`src/sv/gisq_pkg.sv`:
```
`timescale 1ns / 1ps

package gisq_pkg;

	// Command codes of the input item
	localparam logic [1:0] CMD_START = 2'd0;
	localparam logic [1:0] CMD_READ  = 2'd1;
	localparam logic [1:0] CMD_DONE  = 2'd2;

	// Device register addresses
	localparam logic [7:0] REG_SAMPLE_DIV = 8'h15;
	localparam logic [7:0] REG_FILTER_FS  = 8'h16;
	localparam logic [7:0] REG_INT_SETUP  = 8'h17;
	localparam logic [7:0] REG_INT_STATUS = 8'h1A;
	localparam logic [7:0] REG_POWER      = 8'h3E;

	// Bus transfer kinds
	localparam logic REQ_WRITE = 1'b0;
	localparam logic REQ_READ  = 1'b1;

	// Setup step codes
	localparam logic [2:0] STEP_UNCONF = 3'd0;
	localparam logic [2:0] STEP_DIV    = 3'd1;
	localparam logic [2:0] STEP_FILTER = 3'd2;
	localparam logic [2:0] STEP_INT    = 3'd3;
	localparam logic [2:0] STEP_POWER  = 3'd4;
	localparam logic [2:0] STEP_DONE   = 3'd5;

	// Configuration register indexes
	localparam int CFG_IDX_W = 3;
	localparam logic [CFG_IDX_W-1:0] CFG_SAMPLE_DIV  = 3'd0;
	localparam logic [CFG_IDX_W-1:0] CFG_FULL_SCALE  = 3'd1;
	localparam logic [CFG_IDX_W-1:0] CFG_FILTER_SEL  = 3'd2;
	localparam logic [CFG_IDX_W-1:0] CFG_INT_SETUP   = 3'd3;
	localparam logic [CFG_IDX_W-1:0] CFG_CLOCK_SRC   = 3'd4;
	localparam int CFG_DATA_W = 8;

	typedef struct packed {
		logic [7:0] sample_divider;
		logic [1:0] full_scale;
		logic [2:0] filter_select;
		logic [7:0] interrupt_setup;
		logic [2:0] clock_source;
	} cfg_t;

	typedef struct packed {
		logic [1:0] cmd;
		logic       xfer_ok;
		logic [7:0] status_byte;
		logic [7:0] x_high;
		logic [7:0] x_low;
		logic [7:0] y_high;
		logic [7:0] y_low;
		logic [7:0] z_high;
		logic [7:0] z_low;
	} in_item_t;

	typedef struct packed {
		logic               req_valid;
		logic               req_kind;
		logic [7:0]         req_register;
		logic [7:0]         req_data;
		logic signed [15:0] rate_x;
		logic signed [15:0] rate_y;
		logic signed [15:0] rate_z;
		logic               data_new;
		logic               is_ready;
	} out_item_t;

endpackage

```
`src/sv/gyro_i2c_config_read_sequencer_top.sv`:
```
`timescale 1ns / 1ps

// Gyro bus sequencer: takes one command item per clock (start, read, transfer
// complete) while out_ready does not stall the output, and returns exactly one
// result item for each, carrying the bus request to issue, the latched x/y/z
// rates and the ready flag. An item is held in the input register, goes
// through the step logic that updates the sequencer state, and lands in the
// output register. The single step stage passes one item per cycle while the
// output register can take it; while a result waits on out_ready, the input
// side accepts only until the input register is full.
// Configuration writes take effect on the next item.
module gyro_i2c_config_read_sequencer_top (
	input  logic                           clk,
	input  logic                           arst_n,
	input  logic                           in_valid,
	output logic                           in_ready,
	input  gisq_pkg::in_item_t             in_item,
	output logic                           out_valid,
	input  logic                           out_ready,
	output gisq_pkg::out_item_t            out_item,
	input  logic                           cfg_we,
	input  logic [gisq_pkg::CFG_IDX_W-1:0]  cfg_index,
	input  logic [gisq_pkg::CFG_DATA_W-1:0] cfg_data
);
	import gisq_pkg::*;

	cfg_t      cfg;
	in_item_t  item_s1;
	logic      valid_s1;
	logic      advance;
	out_item_t result;
	out_item_t out_q;
	logic      out_valid_q;

	assign advance  = valid_s1 && (!out_valid_q || out_ready);
	assign in_ready = !valid_s1 || advance;

	gisq_cfg_regs u_cfg (
		.clk       (clk),
		.arst_n    (arst_n),
		.cfg_we    (cfg_we),
		.cfg_index (cfg_index),
		.cfg_data  (cfg_data),
		.cfg       (cfg)
	);

	gisq_step u_step (
		.clk    (clk),
		.arst_n (arst_n),
		.fire   (advance),
		.item   (item_s1),
		.cfg    (cfg),
		.result (result)
	);

	always_ff @(posedge clk or negedge arst_n) begin
		if (!arst_n) begin
			valid_s1 <= 1'b0;
		end else if (in_ready) begin
			valid_s1 <= in_valid;
		end
	end

	always_ff @(posedge clk) begin
		if (in_ready && in_valid)
			item_s1 <= in_item;
	end

	always_ff @(posedge clk or negedge arst_n) begin
		if (!arst_n) begin
			out_valid_q <= 1'b0;
		end else if (advance) begin
			out_valid_q <= 1'b1;
		end else if (out_ready) begin
			out_valid_q <= 1'b0;
		end
	end

	always_ff @(posedge clk) begin
		if (advance)
			out_q <= result;
	end

	assign out_valid = out_valid_q;
	assign out_item  = out_q;

endmodule

```
`src/sv/gisq_cfg_regs.sv`:
```
`timescale 1ns / 1ps

module gisq_cfg_regs (
	input  logic                           clk,
	input  logic                           arst_n,
	input  logic                           cfg_we,
	input  logic [gisq_pkg::CFG_IDX_W-1:0]  cfg_index,
	input  logic [gisq_pkg::CFG_DATA_W-1:0] cfg_data,
	output gisq_pkg::cfg_t                 cfg
);
	import gisq_pkg::*;

	cfg_t cfg_q;

	always_ff @(posedge clk or negedge arst_n) begin
		if (!arst_n) begin
			cfg_q.sample_divider  <= 8'd1;
			cfg_q.full_scale      <= 2'd3;
			cfg_q.filter_select   <= 3'd0;
			cfg_q.interrupt_setup <= 8'd1;
			cfg_q.clock_source    <= 3'd1;
		end else if (cfg_we) begin
			unique case (cfg_index)
				CFG_SAMPLE_DIV: cfg_q.sample_divider  <= cfg_data;
				CFG_FULL_SCALE: cfg_q.full_scale      <= cfg_data[1:0];
				CFG_FILTER_SEL: cfg_q.filter_select   <= cfg_data[2:0];
				CFG_INT_SETUP:  cfg_q.interrupt_setup <= cfg_data;
				CFG_CLOCK_SRC:  cfg_q.clock_source    <= cfg_data[2:0];
				default: ;
			endcase
		end
	end

	assign cfg = cfg_q;

endmodule

```
`src/sv/gisq_step.sv`:
```
`timescale 1ns / 1ps

module gisq_step (
	input  logic                clk,
	input  logic                arst_n,
	input  logic                fire,
	input  gisq_pkg::in_item_t  item,
	input  gisq_pkg::cfg_t      cfg,
	output gisq_pkg::out_item_t result
);
	import gisq_pkg::*;

	logic [2:0]  step_q, step_d, step_mid;
	logic        busy_q, busy_d;
	logic        ready_q, ready_d;
	logic [15:0] rate_x_q, rate_y_q, rate_z_q;
	logic [15:0] rate_x_d, rate_y_d, rate_z_d;
	logic        do_setup;
	logic        fresh;
	logic        req_valid;
	logic        req_kind;
	logic [7:0]  req_register;
	logic [7:0]  req_data;

	always_comb begin
		step_mid     = step_q;
		busy_d       = busy_q;
		ready_d      = ready_q;
		rate_x_d     = rate_x_q;
		rate_y_d     = rate_y_q;
		rate_z_d     = rate_z_q;
		do_setup     = 1'b0;
		fresh        = 1'b0;
		req_valid    = 1'b0;
		req_kind     = REQ_WRITE;
		req_register = 8'd0;
		req_data     = 8'd0;

		case (item.cmd)
			CMD_START: begin
				if (step_q == STEP_UNCONF) begin
					step_mid = STEP_DIV;
					do_setup = !busy_q;
				end
			end
			CMD_READ: begin
				if (ready_q && !busy_q) begin
					req_valid    = 1'b1;
					req_kind     = REQ_READ;
					req_register = REG_INT_STATUS;
					busy_d       = 1'b1;
				end
			end
			CMD_DONE: begin
				if (busy_q) begin
					busy_d = 1'b0;
					if (ready_q) begin
						if (item.xfer_ok && item.status_byte[0]) begin
							rate_x_d = {item.x_high, item.x_low};
							rate_y_d = {item.y_high, item.y_low};
							rate_z_d = {item.z_high, item.z_low};
							fresh    = 1'b1;
						end
					end else if (step_q != STEP_UNCONF) begin
						// step already points past the failed write: back up one
						if (!item.xfer_ok && step_q <= STEP_DONE)
							step_mid = step_q - 3'd1;
						do_setup = 1'b1;
					end
				end
			end
			default: ;
		endcase

		step_d = step_mid;
		if (do_setup) begin
			unique case (step_mid)
				STEP_DIV: begin
					req_valid    = 1'b1;
					req_register = REG_SAMPLE_DIV;
					req_data     = cfg.sample_divider;
				end
				STEP_FILTER: begin
					req_valid    = 1'b1;
					req_register = REG_FILTER_FS;
					req_data     = {3'd0, cfg.full_scale, cfg.filter_select};
				end
				STEP_INT: begin
					req_valid    = 1'b1;
					req_register = REG_INT_SETUP;
					req_data     = cfg.interrupt_setup;
				end
				STEP_POWER: begin
					req_valid    = 1'b1;
					req_register = REG_POWER;
					req_data     = {5'd0, cfg.clock_source};
				end
				STEP_DONE: ready_d = 1'b1;
				default: ;
			endcase
			if (req_valid) begin
				step_d = step_mid + 3'd1;
				busy_d = 1'b1;
			end
		end
	end

	always_ff @(posedge clk or negedge arst_n) begin
		if (!arst_n) begin
			step_q   <= STEP_UNCONF;
			busy_q   <= 1'b0;
			ready_q  <= 1'b0;
			rate_x_q <= 16'd0;
			rate_y_q <= 16'd0;
			rate_z_q <= 16'd0;
		end else if (fire) begin
			step_q   <= step_d;
			busy_q   <= busy_d;
			ready_q  <= ready_d;
			rate_x_q <= rate_x_d;
			rate_y_q <= rate_y_d;
			rate_z_q <= rate_z_d;
		end
	end

	always_comb begin
		result.req_valid    = req_valid;
		result.req_kind     = req_kind;
		result.req_register = req_register;
		result.req_data     = req_data;
		result.rate_x       = rate_x_d;
		result.rate_y       = rate_y_d;
		result.rate_z       = rate_z_d;
		result.data_new     = fresh;
		result.is_ready     = ready_d;
	end

endmodule

```
`config.mk`:
```
export PLATFORM = sky130hd
export DESIGN_NAME = gyro_i2c_config_read_sequencer_top
export DESIGN_NICKNAME = d
export VERILOG_FILES = /design/src/sv/gisq_pkg.sv /design/src/sv/gyro_i2c_config_read_sequencer_top.sv /design/src/sv/gisq_cfg_regs.sv /design/src/sv/gisq_step.sv
export SDC_FILE = /design/constraint.sdc
export NUM_CORES = 1
export LEC_CHECK = 0
export ABC_CLOCK_PERIOD_IN_PS = 7500
export BUFFER_PORTS_ARGS = -buffer_cell sky130_fd_sc_hd__buf_2
export CORE_MARGIN = 4
export CORE_UTILIZATION = 30
export DETAILED_ROUTE_END_ITERATION = 10
export PLACE_DENSITY = 0.6
export RECOVER_POWER = 100
export SYNTH_ARGS = -nofsm -noshare
export SYNTH_HDL_FRONTEND = slang
export SYNTH_HIERARCHICAL = 1
export SYNTH_SLANG_ARGS = --single-unit
```
`constraint.sdc`:
```
create_clock -name clk -period 7.5 [get_ports clk]
set_input_delay 0.375 -clock clk [delete_from_list [all_inputs] [get_ports clk]]
set_output_delay 0.375 -clock clk [all_outputs]
set_load 0.05 [all_outputs]
```
==> summary.md <==
| Metric | Value |
|---|---|
| R2r worst-path depth | 4 |
| Final WL | roughly 16 mm |
| Mapped Area | 8100 µm² |
| Net Switching | around 0.0008 W |
| Worst-path cell chain | nand2b_1, and2_0, buf_4, mux2_2 |
| Row count | 59 |
| Reg-to-reg startpoint | out_valid |
| Most frequent cells in the layout | 120 x edfxtp_1, 96 x mux2_2, 76 x clkbuf_1 |
| Vias in the first global route | about 4700 |
| Fin worst setup slack | 2.82 ns |
| Drt pass-1 iters | 4 |
| Switch share | 0.307 |
| Max IR drop VDD | 0.000137 V |
| Fin nets | 705 |
| F_max | 0.214 GHz |
| Slew HR | -1.44 |
| CP peak stage delay | 2.48 ns |
| Die X | 172 µm |
| Seq. cell area | 5590 µm² |
| Synthesis Warnings | 6 |
| Reg clk slew, reported paths | 0.09 ns |
| Setup tns final | 0 ns |
| Final std cells w/o fill | 967 |
| DRT iter0 DRCs | 158 |
| Worst hold path stage count | 1 |
| Design area | 9570 µm² |
| Max stage delay cell, worst path | and2_0 |
| Worst Setup End Kind | flip-flop |
| Total power | 0.00267 W |
| Hold_sp | in_item[30] |
| Mean Syn Cell Area | approximately 17 µm² |
| Clock Skews | 0.0147 ns |
| Initial antenna violation count | 1 |
| Max-slew violations | 252 |
| Worst slack, placed | a little under 4 ns |
| Pleak | 3.94 nW |
| Most common cell after layout, fill and taps aside | edfxtp_1 |
| Post-cts repair resize count | 0 |
| DRC errors left | 0 |
| Fillers | between 2000 and 3000 |
| GP Congestion | between 0.7 and 0.8 |
| Die ar. | 29700 µm² |
| Final ANT Viol Nets | 0 |
| Vias per inst | 4.68 |
| Hold Crit Class | primary input to flip-flop |
| Hold Crit Endpoint | item_s1[30] |
| Clk buf depth | 2 |
| Pin count of the biggest net entering global routing | 73 |
| GR Overflow Total | 0 |
| Root buffer cell | clkbuf_16 |
| Crit start category | flip-flop |
| Outcome | complete, but fails checks |
| RSZ-0062 raised after global routing | false |
| Reg-to-reg setup timing slack | 2.82 ns |
| Routed wire length per instance | between 15 and 20 µm |
| Tmin final | 4.68 ns |
| Setup Buffers After CTS | 0 |
| Failing checks | max-capacitance violations, max-slew violations |
| Area of the multi-input gates | 2280 µm² |
| R2R Path End | u_step/rate_y_q[2] |
| Core area | between 20000 and 30000 µm² |
| Share of cells above drive strength 1 | 0.328 |
| Critical Path AT | about 5 ns |
| Setup violations, final | 0 |
| CTS tree | done |
| Period utilization | 0.624 |
| Comb pwr share | 0.166 |
| Clk pwr share | 0.347 |
| Initial Util | 0.308 |
| Critical path buffer and inverter count | 1 |
| Final-report hold violation count | 0 |
| Total CTS buffers | 17 |
| Post-DP HPWL | 10.5 mm |
| Tightest Pin Transition | 3.66 ns |
| I/O Buffers | between 100 and 150 |
| Internal cell power | 0.00185 W |
| Hold Buf Count CTS | 1 |
| Pwr dens | 279 nW/µm² |
| CTS sink count | a little under 200 |
| Boundary Pins | 145 |
| Clock latency on the worst-skew pair | around 0.43 ns |
| Diode count | 0 |
| Area post-placement | 9120 µm² |
| GR Util All Layers | 0.110 |
| H-tree depth | 4 |
| Area Overhead vs Synth | 18.1% |
| First-pass GRT wire length | 25.4 mm |
| Synth Instances | a little under 500 |
| Max-Cap Viols | 7 |
| Dpl cells | between 900 and 1000 |
| Crit path max-delay family | simple AND/OR/NAND/NOR gates |
| Total number of vias | 4530 |
| Worst EP required | a little under 8 ns |
| Die height | 172 µm |
| Sequential Power Share | 0.487 |
| Max FO, Critical Path | just over 70 |
| Critical path type | flip-flop to flip-flop |
worst max path at each step:
stage	from	end	slack, ns	cells past startpoint
6_report	out_valid	u_step/rate_y_q[2]	2.82	4
5_1_grt	arst_n	u_step/rate_z_q[14]	2.02	3
4_1_cts	u_step/step_q[0]	out_item[62]	3.86	13
3_5_place_dp	u_step/step_q[0]	out_item[62]	3.88	13
3_3_place_gp	u_step/step_q[0]	out_item[51]	3.93	13
2_1_floorplan	out_valid	u_step/rate_z_q[10]	3.76	6
registers in the layout, indices dropped and copies added, names as in the netlist:
| signal | flops |
|---|---|
| out_item | 68 |
| item_s1 | 52 |
| u_cfg/cfg | 24 |
| u_step/rate_x_q | 16 |
| u_step/rate_y_q | 16 |
| u_step/rate_z_q | 16 |
| u_step/step_q | 3 |
| out_valid | 1 |
| u_step/busy_q | 1 |
| u_step/ready_q | 1 |
| valid_s1 | 1 |
layout make-up:
| type | count | area share |
|---|---|---|
| Timing Repair Buffer | 141 | 0.0646 |
| Tap cell | 335 | 0.0438 |
| Sequential cell | 199 | 0.584 |
| Multi-Input combinational cell | 246 | 0.239 |
| Inverter | 14 | 0.00549 |
| Clock buffer | 17 | 0.0445 |
| Clock inverter | 15 | 0.0187 |
power by group through the flow:
stage               registers [W]  logic (W)  clock network [W]
floorplan                 0.00141   0.000248                  0
global placement          0.00132   0.000463                  0
detailed placement        0.00132   0.000465                  0
CTS                       0.00129   0.000468           0.000962
global route              0.00131   0.000484            0.00100
finish                    0.00130   0.000443           0.000926
metal layers:
layer	vias to the layer above	track usage	wire [µm]
met2	112	0.177	7710
met4	2	0.0277	158
met5	-	0	8
met1	2304	0.135	6960
li1	2099	-	-
met3	13	0.0489	1370
metrics by stage:
step | hold slack, ns | util
3_5_place_dp | 0.420 | 0.347
4_1_cts | 0.0817 | 0.370
3_3_place_gp | 0.415 | 0.347
6_report | 0.109 | 0.364
2_1_floorplan | 0.0794 | -
5_1_grt | 0.0820 | 0.364
No activity file was read; power rests on OpenSTA's default activity.
